[config.mk]
export PLATFORM = sky130hd
export DESIGN_NAME = fp_convert_and_compare_unit
export DESIGN_NICKNAME = d
export VERILOG_FILES = /design/src/hdl/fpcc_pkg.sv /design/src/hdl/fp_convert_and_compare_unit.sv /design/src/hdl/fpcc_cvt.sv /design/src/hdl/fpcc_cmp.sv
export SDC_FILE = /design/constraint.sdc
export NUM_CORES = 1
export LEC_CHECK = 0
export BUFFER_PORTS_ARGS = -buffer_cell sky130_fd_sc_hd__buf_2
export CAP_MARGIN = 10
export CELL_PAD_IN_SITES_DETAIL_PLACEMENT = 0
export CELL_PAD_IN_SITES_GLOBAL_PLACEMENT = 1
export CORE_MARGIN = 2
export CORE_UTILIZATION = 30
export CTS_CLUSTER_DIAMETER = 80
export DETAILED_ROUTE_END_ITERATION = 8
export MAX_ROUTING_LAYER = met4
export PLACE_DENSITY = 0.64
export SYNTH_ARGS = -nofsm -noshare
export SYNTH_HDL_FRONTEND = slang
export SYNTH_SLANG_ARGS = --single-unit
[constraint.sdc]
create_clock -name i_clk -period 8.95 [get_ports i_clk]
set_clock_uncertainty 0.1 [all_clocks]
set_input_delay 0.4475 -clock i_clk [delete_from_list [all_inputs] [get_ports i_clk]]
set_output_delay 0.4475 -clock i_clk [all_outputs]
set_load 0.03 [all_outputs]
[src/hdl/fpcc_pkg.sv]
// Package: shared types and constants for the convert-and-compare unit.
`default_nettype none
package fpcc_pkg;
    localparam logic [31:0] C_WORD_SAT = 32'h7FFF_FFFF;

    typedef enum logic [1:0] {
        RM_NEAREST = 2'd0,
        RM_ZERO    = 2'd1,
        RM_PLUS    = 2'd2,
        RM_MINUS   = 2'd3
    } t_round_mode;

    typedef enum logic {
        OP_CVT = 1'b0,
        OP_CMP = 1'b1
    } t_op;

    typedef struct packed {
        logic        operation;
        logic [31:0] operand_a;
        logic [31:0] operand_b;
        logic [3:0]  compare_condition;
    } t_request;

    typedef struct packed {
        logic signed [31:0] word_result;
        logic               condition_flag;
    } t_result;
endpackage
`default_nettype wire

[src/hdl/fp_convert_and_compare_unit.sv]
// Top level: convert-and-compare unit with input and result registers.
// Path from start to o_valid: input register, then result register.
// Throughput: one request per cycle; busy stays low, the receiver cannot stall.
// Reset: synchronous active low; clears valids, condition bit and rounding mode.
`default_nettype none
module fp_convert_and_compare_unit
    import fpcc_pkg::*;
(
    input  wire logic     i_clk,
    input  wire logic     i_rst_n,
    input  wire logic     start,
    output logic          busy,
    input  wire t_request i_request,
    output logic          o_valid,
    output t_result       o_result,
    input  wire logic     i_cfg_valid,
    output logic          o_cfg_ready,
    input  wire logic [1:0] i_cfg_data
);
    logic     r_in_valid;
    t_request r_in;
    logic [1:0] r_mode;
    logic     r_cond;
    logic     n_cond;
    logic [31:0] cvt_word;
    logic     cmp_flag;

    assign busy        = 1'b0;
    assign o_cfg_ready = 1'b1;

    fpcc_cvt u_cvt (.i_x(r_in.operand_a), .i_mode(r_mode), .o_word(cvt_word));
    fpcc_cmp u_cmp (.i_a(r_in.operand_a), .i_b(r_in.operand_b),
                    .i_cond(r_in.compare_condition), .o_flag(cmp_flag));

    assign n_cond = (r_in_valid && r_in.operation == OP_CMP) ? cmp_flag : r_cond;

    always_ff @(posedge i_clk) begin
        if (!i_rst_n) begin
            r_in_valid <= 1'b0;
            o_valid    <= 1'b0;
            r_mode     <= RM_NEAREST;
            r_cond     <= 1'b0;
        end else begin
            r_in_valid <= start && !busy;
            o_valid    <= r_in_valid;
            r_cond     <= n_cond;
            if (i_cfg_valid && o_cfg_ready) begin
                r_mode <= i_cfg_data;
            end
        end
    end

    always_ff @(posedge i_clk) begin
        if (start && !busy) begin
            r_in <= i_request;
        end
        if (r_in_valid) begin
            o_result.word_result    <= (r_in.operation == OP_CMP) ? 32'sd0 : cvt_word;
            o_result.condition_flag <= n_cond;
        end
    end
endmodule
`default_nettype wire

[src/hdl/fpcc_cvt.sv]
// Convert: binary32 to signed 32-bit word with configurable rounding.
`default_nettype none
module fpcc_cvt
    import fpcc_pkg::*;
(
    input  wire logic [31:0] i_x,
    input  wire logic [1:0]  i_mode,
    output logic [31:0]      o_word
);
    logic [7:0]  ex;
    logic        neg;
    logic [23:0] mant;
    logic [55:0] wide;
    logic [31:0] mag;
    logic [32:0] mag_r;
    logic [23:0] rem;
    logic        half_bit;
    logic        sticky;
    logic        lsb;
    logic        up;
    logic [7:0]  sh;

    always_comb begin
        ex      = i_x[30:23];
        neg     = i_x[31];
        mant    = {1'b1, i_x[22:0]};
        sh      = 8'd0;
        wide    = '0;
        mag     = '0;
        rem     = '0;
        up      = 1'b0;
        mag_r   = '0;
        o_word  = '0;
        if (ex >= 8'd150) begin
            sh    = ex - 8'd150;
            mag_r = {1'b0, 32'(({8'd0, mant}) << sh[3:0])};
        end else begin
            sh   = 8'd150 - ex;
            // place mantissa above 24 zero fraction bits; shift right by sh keeps 24 fraction bits
            wide = (sh > 8'd25) ? 56'd1 : ({8'd0, mant, 24'd0} >> sh[4:0]);
            mag  = wide[55:24];
            rem  = wide[23:0];
        end
        half_bit = rem[23];
        sticky   = |rem[22:0];
        lsb      = mag[0];
        case (t_round_mode'(i_mode))
            RM_NEAREST: up = half_bit && (sticky || lsb);
            RM_ZERO:    up = 1'b0;
            RM_PLUS:    up = !neg && (half_bit || sticky);
            RM_MINUS:   up = neg && (half_bit || sticky);
            default:    up = 1'b0;
        endcase
        if (ex < 8'd150) begin
            mag_r = {1'b0, mag} + {32'd0, up};
        end
        if (ex == 8'hFF || ex > 8'd158) begin
            o_word = C_WORD_SAT;
        end else if (ex == 8'd0) begin
            o_word = '0;
        end else if (neg) begin
            o_word = (mag_r > 33'h0_8000_0000) ? C_WORD_SAT : (32'd0 - mag_r[31:0]);
        end else begin
            o_word = (mag_r > 33'h0_7FFF_FFFF) ? C_WORD_SAT : mag_r[31:0];
        end
    end
endmodule
`default_nettype wire

[src/hdl/fpcc_cmp.sv]
// Compare: evaluate a condition code on two binary32 operands.
`default_nettype none
module fpcc_cmp
    import fpcc_pkg::*;
(
    input  wire logic [31:0] i_a,
    input  wire logic [31:0] i_b,
    input  wire logic [3:0]  i_cond,
    output logic             o_flag
);
    logic nan_a, nan_b, unord, zero_a, zero_b, less, equal, mag_lt;

    always_comb begin
        nan_a  = (i_a[30:23] == 8'hFF) && (i_a[22:0] != '0);
        nan_b  = (i_b[30:23] == 8'hFF) && (i_b[22:0] != '0);
        unord  = nan_a || nan_b;
        zero_a = (i_a[30:23] == 8'd0);
        zero_b = (i_b[30:23] == 8'd0);
        mag_lt = i_a[30:0] < i_b[30:0];
        if (zero_a && zero_b) begin
            less  = 1'b0;
            equal = 1'b1;
        end else if (zero_a) begin
            less  = !i_b[31];
            equal = 1'b0;
        end else if (zero_b) begin
            less  = i_a[31];
            equal = 1'b0;
        end else begin
            equal = (i_a == i_b);
            if (i_a[31] != i_b[31]) begin
                less = i_a[31];
            end else if (i_a[31]) begin
                less = !mag_lt && !equal;
            end else begin
                less = mag_lt;
            end
        end
        o_flag = (i_cond[2] && less && !unord) || (i_cond[1] && equal && !unord)
               || (i_cond[0] && unord);
    end
endmodule
`default_nettype wire

Yosys cells after proc, flatten, opt, wreduce, memory -nomap -nowiden. Cells that the tools add are included.

Multiplexer cells: 20. Shift operators: 2. Reduce and logical (&&, ||, !) cells: 31. Add/subtract/negate cells: 4. Equal/unequal tests: 7. Magnitude comparators: 7.

Operators with widths (number): 32-bit two-way mux (5); 31-bit two-way mux (2); 56-bit two-way mux (1); 48-bit by 5-bit right shift with 56-bit output (1); 23-bit nonzero test (2); 32-bit by 1-bit adder with 33-bit output (1); 33-bit by 31-bit greater-than comparator with 1-bit output (second input constant) (1); 33-bit by 32-bit greater-than comparator with 1-bit output (second input constant) (1); 33-bit two-way mux (1); 32-bit == test (1); 24-bit by 4-bit left shift with 32-bit output (1); 1-bit by 32-bit subtractor with 32-bit output (first input constant) (1); 31-bit less-than comparator (1); 24-bit two-way mux (1); 23-bit OR reduction (1); 8-bit == test (second input constant) (2); 8-bit zero test (2); 1-bit logical AND (13); 1-bit two-way mux (9); 8-bit greater-or-equal comparator (second input constant) (1); 8-bit by 5-bit greater-than comparator with 1-bit output (second input constant) (1); 8-bit greater-than comparator (second input constant) (1); 8-bit less-than comparator (second input constant) (1); 8-bit subtractor (first input constant) (1); 9 further kinds (19).

Register bits: 106. Bits of input ports: 75.

Longest topological paths before layout. Gate-level depths: netlist (run 1).

Depth after elaboration: 15. Depth in mapped cells: 35.

Modules after synthesis. From an unflattened synthesis (run 1), not the netlist that was laid out.

Cell total of the unflattened synthesis: 1117. Area, all modules: 10093.4 um^2.

By module, submodules not included: fpcc_cvt (sequential area each 0.0 um^2, area an instance 5554.1 um^2, instances 1, cells an instance 808); fp_convert_and_compare_unit (sequential area each 3163.0 um^2, area an instance 3485.8 um^2, instances 1, cells an instance 157); fpcc_cmp (sequential area each 0.0 um^2, area an instance 1053.5 um^2, instances 1, cells an instance 152).

Worst setup path after synthesis (run 1). No wires, ideal clock.

Path kind: flip-flop to flip-flop. Start: reg r_in[60] (netlist name). End: reg o_result[29] (netlist name) (data pin). Path slack: 1888 ps. Path buffers: 5. Arrival time: 6687 ps. Cell stages (with the launch flop): 31. Cell sequence: edfxtp_1 > clkbuf_1 > clkinv_1 > ha_1 > buf_6 > buf_4 > buf_2 > mux2_2 > nor2_1 > a21oi_1 > a211o_1 > o21ai_0 > nor2_1 > a21oi_1 > nor2_1 > o32a_1 > o311a_1 > ha_1 > ha_1 > and2_1 > nand4_1 > a21oi_2 > a221oi_1 > a31oi_1 > nor4_2 > nand4_2 > or4_1 > buf_2 > or4_1 > nand3_1 > o311ai_1.

Longest elaborated chain between the ends: 15. Elaborated cells on any way between the ends: 32. Those cells by class: 4 x add/sub; 6 x order compare; 1 x eq/ne; 2 x shift; 11 x mux; 8 x reduce/logical.

Ends and longest elaborated chain: start: declaration (RTL line fp_convert_and_compare_unit.sv:21) `t_request r_in;`; start signal: assignment (RTL line fp_convert_and_compare_unit.sv:55) `r_in <= i_request;`; 8-bit subtractor (RTL line fpcc_cvt.sv:38) `sh = 8'd150 - ex;`; 8-bit by 5-bit greater-than comparator with 1-bit output / 48-bit by 5-bit right shift with 56-bit output (equally long branches) (RTL line fpcc_cvt.sv:40) `wide = (sh > 8'd25) ? 56'd1 : ({8'd0, mant, 24'd0} >> sh[4:0]);`; 56-bit two-way mux (RTL line fpcc_cvt.sv:40); 24-bit two-way mux (RTL line fpcc_cvt.sv:34) `if (ex >= 8'd150) begin`; 23-bit OR reduction (RTL line fpcc_cvt.sv:45) `sticky = |rem[22:0];`; 1-bit logical OR, on equally long branches (RTL line fpcc_cvt.sv:50, fpcc_cvt.sv:51, fpcc_cvt.sv:48); 1-bit logical AND, on equally long branches (RTL line fpcc_cvt.sv:51, fpcc_cvt.sv:48, fpcc_cvt.sv:50); 1-bit case mux with 4 select lines (RTL line fpcc_cvt.sv:47) `case (t_round_mode'(i_mode))`; 32-bit by 1-bit adder with 33-bit output (RTL line fpcc_cvt.sv:55) `mag_r = {1'b0, mag} + {32'd0, up};`; 33-bit two-way mux (RTL line fpcc_cvt.sv:54) `if (ex < 8'd150) begin`; 1-bit by 32-bit subtractor with 32-bit output, or another cell as far along (RTL line fpcc_cvt.sv:62) `o_word = (mag_r > 33'h0_8000_0000) ? C_WORD_SAT : (32'd0 - mag_r[31:0]);`; 32-bit two-way mux, on equally long branches (RTL line fpcc_cvt.sv:62, fpcc_cvt.sv:64); 32-bit two-way mux (RTL line fpcc_cvt.sv:61) `end else if (neg) begin`; 31-bit two-way mux (RTL line fpcc_cvt.sv:59) `end else if (ex == 8'd0) begin`; 31-bit two-way mux * (RTL line fpcc_cvt.sv:57) `if (ex == 8'hFF || ex > 8'd158) begin`; end: declaration (RTL line fp_convert_and_compare_unit.sv:15) `output t_result o_result,`.

Every way passes the cells marked *; elsewhere a longest branch is shown, timed or not. A chain may end at the register's enable or synchronous reset.

Worst setup path after layout (run 1).
Start: reg r_in[59] (netlist name). End: reg o_result[29] (netlist name) (data pin).

Same word-level chain as after synthesis.

==> results of run 1 <==
==> cells in the final DEF (no fill, tap or decap), types with 9 or more instances in the layout <==
cell type	synthesis	layout
buf_4	12	26
nor3_1	29	29
ha_1	41	41
mux4_2	33	33
clkbuf_16	0	9
xnor2_1	26	25
o31ai_1	14	14
a21oi_1	43	43
mux2_2	9	9
nand4_1	39	39
xor2_1	12	11
nor4_1	25	25
a31oi_1	20	20
buf_2	15	107
inv_1	51	51
and2_1	10	10
mux2i_1	27	27
or3_1	9	9
a21o_1	14	14
nand2_1	97	97
o211ai_1	24	24
o21ai_0	67	66
edfxtp_1	101	101
nor2_1	62	62
nand3_1	38	38
==> state kept, by name (all words and copies together) (netlist names) <==
name and flops:
r_mode 2, o_result 33, r_in_valid 1, o_valid 1
r_in 68, r_cond 1
==> cell type report <==
class | instances | area share [%]
clock buffers | 9 | 2.07
flip-flops and latches | 106 | 28.8
inverters | 53 | 1.83
well taps | 402 | 4.62
multi-input cells | 797 | 54.8
clock inverters | 7 | 0.966
repair buffers | 134 | 6.90
==> metrics by stage <==
stage	instance area (um2)	hold slack, ps
6_report	10900	137
3_5_place_dp	10600	461
4_1_cts	10900	125
2_1_floorplan	9670	400
5_1_grt	10900	126
3_3_place_gp	10600	447
==> final timing paths <==
check                           slack [ps]          startpoint                          to
worst max-delay path                  1110  r_in[59]$_DFFE_PP_  o_result[29]$_SDFFCE_PP0P_
worst min-delay path                   140       i_request[20]          r_in[20]$_DFFE_PP_
worst max register to register        1110  r_in[59]$_DFFE_PP_  o_result[29]$_SDFFCE_PP0P_
worst min register to register         490   r_cond$_SDFF_PN0_           r_cond$_SDFF_PN0_
==> routing by layer <==
layer | share of wire, % | up-vias | global-route usage [%]
met2 | 46 | 357 | 29.1
met5 | 0 | - | -
met1 | 45 | 4086 | 25.8
li1 | - | 4127 | -
met4 | 3.0 | 0 | 7.20
met3 | 5.8 | 61 | 2.69
==> kinds of logic after synthesis <==
kind of cell               synth area share (%)
xor gates and xnor gates                   3.78
buffers and inverters                      6.11
DFF                                        32.4
other                                    0.0777
AOI/OAI and AO/OA                          20.4
adders and majority gates                  5.31
and+or+nand+nor                            19.3
muxes                                      12.6
==> critical path: cells and delay by family (launching register included) <==
family,cells,cell delay (ps)
buf+inv,3,720
fa+ha+maj,3,990
simple gates,7,2200
compound gates,10,2740
flops,1,390
mux,1,370
==> power by group <==
group	total (mW)	switching [mW]	leakage [nW]	internal (mW)
registers	0.647	0.0480	1.00	0.599
clock network	0.435	0.207	0.161	0.228
logic	0.817	0.516	2.98	0.301
==> out/metrics.cfg, run 1 <==
[layout]
num_antenna_cells = 0
fin_cells = 1508
ff_latch_area_um2 = 3130
nets = 1217
final.fill_count = 3233
multi_input_area_um2 = 5970
area_growth_pct = 12.6
final_core_util_pct = 34.4
layout-drive-gt1-share_pct = 21.0

[placed_design]
place_inst = 1492
gp_congestion = 0.883
dp_hpwl_mm = 23.8
post-place-ws_ps = 1270
port_buffers = 107

[setup_path]
max_stage_delay_ps = 580
r2r_cells = 24
critPathSlowestCell = or4_1
worstSetupEndpointType = register
arrival_ps = 7820
worst-setup-path-type = register to register
crit_top_cell = ha_1
cp_cell_sequence = clkinv_1 > ha_1 > buf_12 > mux2_2 > a22oi_1 > a21oi_1 > a2111o_1 > o21ai_0 > o21ai_0 > o311a_1 > ha_1 > ha_1 > buf_4 > and2_1 > nand4_1 > a21oi_2 > a221oi_1 > a31oi_1 > nor4_2 > nand4_2 > or4_1 > or4_1 > nand3_1 > o311ai_1
critPathMaxFanout = 36
crit_path_start_kind = register
required_ps = 8930

[clock_tree]
cts_root_buffer = clkbuf_16
cts.repair.resized = 0
cts_tree = built
clk_path_buf_depth = 2
htree_levels = 3
clk_pin_slew_ps = 90
cts.sinks = 106
hold_buffers = 0
cts_setup_buffers = 0
worstSkewPairLatency_ps = 380
numCtsBuffers = 9

[global_routing]
grt_overflow = 0
track_usage_pct = 19.1
grt_max_degree = 70
grt_pass1_wl_mm = 48.2
antenna_found_initial = 0
grt_pass1_vias = 8123

[drt]
dr_total_vias = 8631
drc_errors = 0
wire_per_inst_um = 20.4
drt_iter0_markers = 788
dr.pass1.iters = 5
antenna_left = 0
drt-total-wl_mm = 30.7
post_drt_via_cell_ratio = 5.72

[die]
rows = 65
core_area_um2 = 31600
die_y_um = 183
die_w_um = 183
start_util_pct = 30.6
ios = 111
dieArea_um2 = 33700

[timing]
min_period_ps = 7840
setup_viol = 0
fin_tns_setup_ps = 0
post-route-period-util_pct = 87.6
setup_ws_ps = 1110
worstMarginPinSlew_ps = 977
rsz0062_at_grt = no
fmax_mhz = 128
maxSlewViolCount = 0
final_hold_viol_count = 0
timing.slew.headroom_pct = 34.8

[logic_synthesis]
synth_flop_cell = edfxtp_1
synth.top_cells.by_area = edfxtp_1, mux4_2, ha_1
yosysTopAreaCell = edfxtp_1
yosys_warnings = 0
synth_fp_nets = 1143
synth_most_common_cell = edfxtp_1
synth_edf_count = 101
async_flop_share_pct = 0
yosys_register_bits = 106
synth_common_cells = edfxtp_1, nand2_1, o21ai_0, nor2_1, inv_1
synth_top_area_share_pct = 31.4
syn_inst = 1027
avgSynthCellArea_um2 = 9.41
ys_types = 95
synth_area_um2 = 9670
ys_seq_area_share_pct = 32.4

[hold_path]
min_path_cells = 1
hold_path_class = primary input to register

[power]
p_leak_nw = 4.15
max-vdd-ir-drop_v = 0.000102
power.density_nw_per_um2 = 174
power_mw = 1.90

[status]
outcome = completed

[job]
maxCapViolations = 0

No activity file was read; power rests on OpenSTA's default activity.
==> inputs of run 2 (changes only) <==
CORE_UTILIZATION = 40   (was 30)
CTS_CLUSTER_DIAMETER = default   (was 80)
HOLD_SLACK_MARGIN = 0.02   (was default)
PLACE_DENSITY = 0.79   (was 0.64)
==> run 2 against run 1 <==
- core utilization up 11 points
- clock power fell by 8.5%
- sequential share of layout area grew 0.60 points
- global-route usage is 4.1 points higher
- clock-buffer cell count grew 2
- first-iteration DRC count up 31%
- fmax down 2.0%
- register-to-register slack got worse by 160 ps
- cell area fell by 2.1%
- combinational power fell by 0.6%
- non-clock buffer count fell by 9
- critical path type unchanged
- critical endpoint unchanged
- largest cell class unchanged
==> out/metrics.cfg, run 2 (synthesis results as in run 1) <==
[status]
outcome = completed

[die]
die_y_um = 159  ; -13%
dieArea_um2 = 25400  ; -24%
rows = 56  ; -14%
ios = 111  ; unchanged
start_util_pct = 40.9  ; +10 points
die_w_um = 159  ; -13%
core_area_um2 = 23600  ; -25%

[layout]
final_core_util_pct = 45.1  ; +11 points
nets = 1208  ; -0.74%
top_register = r_in
fin_cells = 1416  ; -6.1%
mostFrequentLayoutCells = buf_2, edfxtp_1, nand2_1, o21ai_0, nor2_1
top_regs = r_in: 68 flops, o_result: 33 flops, r_mode: 2 flops
num_antenna_cells = 0  ; unchanged
largest_reg_flops = 68  ; unchanged
layout_commonest_cell = buf_2
final.fill_count = 2293  ; -29%
layout-drive-gt1-share_pct = 20.2  ; -0.74 points
area_growth_pct = 10.3

[power]
power.density_nw_per_um2 = 174  ; -0.28%
p_leak_nw = 4.08  ; -1.5%
power_mw = 1.85  ; -2.3%
max-vdd-ir-drop_v = 0.000107  ; +5.1%

[setup_path]
r2r_end = o_result[29]$_SDFFCE_PP0P_
critPathSlowestCell = or4_1
required_ps = 8940  ; about the same
path_buf_inv = 4  ; +1
r2r-start = r_in[59]$_DFFE_PP_
worst-setup-path-type = register to register
path_depth = 26  ; +8.3%
max_stage_delay_ps = 610  ; +30 ps
crit_family = simple AND/OR/NAND/NOR gates
worstSetupStartpoint = r_in[59]$_DFFE_PP_
arrival_ps = 7980  ; +160 ps
r2r_cells = 26  ; +8.3%
crit_path_start_kind = register
worstSetupEndpointType = register
ff2ff_setup_slack_ps = 950  ; -160 ps
crit_top_cell = nand3_1
crit_path_end = o_result[29]$_SDFFCE_PP0P_
critPathMaxFanout = 36  ; unchanged

[clock_tree]
cts.repair.resized = 0  ; unchanged
cts_tree = built
clk_path_buf_depth = 2  ; unchanged
numCtsBuffers = 9  ; unchanged
htree_levels = 3  ; unchanged
clk_pin_slew_ps = 80  ; about the same
worstSkewPairLatency_ps = 360  ; -20 ps
cts_root_buffer = clkbuf_16
cts_setup_buffers = 0  ; unchanged
hold_buffers = 0  ; unchanged
cts.sinks = 106  ; unchanged

[drt]
dr_total_vias = 8633  ; +0.023%
drt_iter0_markers = 1034  ; +31%
antenna_left = 0  ; unchanged
post_drt_via_cell_ratio = 6.10  ; +6.5%
dr.pass1.iters = 5  ; unchanged
wire_per_inst_um = 20.6  ; +1.0%
drc_errors = 0  ; unchanged
drt-total-wl_mm = 29.1  ; -5.2%

[global_routing]
met3_usage_pct = 2.76  ; +0.067 points
antenna_found_initial = 0  ; unchanged
grt_overflow = 0  ; unchanged
track_usage_pct = 23.2  ; +4.1 points
grt_max_degree = 70  ; unchanged
grt_pass1_wl_mm = 45.1  ; -6.4%
use_met2_pct = 35.8  ; +6.8 points
gr-max-usage-layer = met2
grt_pass1_vias = 7887  ; -2.9%
use_met1_pct = 30.9  ; +5.0 points

[timing]
rsz0062_at_grt = no
fmax_mhz = 125  ; -2.0%
post-route-period-util_pct = 89.4  ; +1.8 points
timing.slew.headroom_pct = 30.4  ; -4.5 points
fin_tns_setup_ps = 0  ; unchanged
setup_ws_ps = 953  ; -158 ps
final_hold_viol_count = 0  ; unchanged
worstMarginPinSlew_ps = 1040  ; +65.9 ps
setup_viol = 0  ; unchanged
maxSlewViolCount = 0  ; unchanged
min_period_ps = 8000  ; +158 ps

[placed_design]
gp_congestion = 0.963  ; +9.1%
place_inst = 1400  ; -6.2%
port_buffers = 107  ; unchanged
post-place-ws_ps = 1040  ; -237 ps
dp_hpwl_mm = 22.3  ; -6.3%

[job]
maxCapViolations = 0  ; unchanged

[hold_path]
hold_path_class = primary input to register
min_path_cells = 1  ; unchanged

-- run 2: cell types whose count changed in the layout (fill, tap and decap cells not counted), sizes merged --
cell / previous run / this run
inv: 54 / 53
clkbuf: 9 / 11
bufinv: 1 / 0
buf: 134 / 125
-- run 2: area by class of cell --
type                            count  area [um2]  area share, %
Inverter                           53         199           1.87
Multi-Input combinational cell    797        5960           55.9
Clock buffer                       11         243           2.28
Timing Repair Buffer              125         683           6.41
Sequential cell                   106        3130           29.4
Clock inverter                      5        46.3          0.434
Tap cell                          319         399           3.74
-- run 2: metrics by stage --
step                      area (um2)  hold slack, ps
after floorplan                 9670             400
after global placement         10400             447
after detailed placement       10400             473
after CTS                      10700             149
after global routing           10700             144
final                          10700             152
-- run 2: per-layer routing --
layer	vias to the layer above	routed length, um	share of wire (%)
li1	4104	-	-
met1	4093	12800	44
met2	368	13400	46
met3	68	1630	5.6
met4	0	1330	4.6
met5	-	0	0
-- run 2: how the worst min path moves through the flow --
stage / startpoint / endpoint
floorplan: r_mode[0]$_SDFFE_PN0P_ / r_mode[0]$_SDFFE_PN0P_
global placement: r_cond$_SDFF_PN0_ / r_cond$_SDFF_PN0_
detailed placement: r_mode[0]$_SDFFE_PN0P_ / r_mode[0]$_SDFFE_PN0P_
CTS: i_request[0] / r_in[0]$_DFFE_PP_
global route: i_request[0] / r_in[0]$_DFFE_PP_
finish: i_request[34] / r_in[34]$_DFFE_PP_
-- run 2: power by group --
group          switching, mW  leakage [nW]  internal [mW]  total [mW]
registers             0.0457          1.00          0.599       0.645
logic                  0.518          2.94          0.295       0.812
clock network          0.196         0.142          0.201       0.398
-- run 2: worst reg2reg max path, cell delays in order (launching register included) --
cell       delay (ps)
edfxtp_1          430
buf_4             300
clkinv_1          100
buf_4             190
ha_1              340
buf_12            190
mux4_2            420
nand3_1           130
nand3_1           160
o21ai_0           290
and4b_1           290
a31oi_1           420
o311a_1           210
ha_1              190
ha_1              290
nand3_1           100
a211oi_1          350
nand2_1           180
a2111oi_2         540
nand4_1           190
xnor2_1           220
a2111oi_2         490
nand4_2           230
or4_1             610
or4_1             560
nand3_1           110
o311ai_1          100
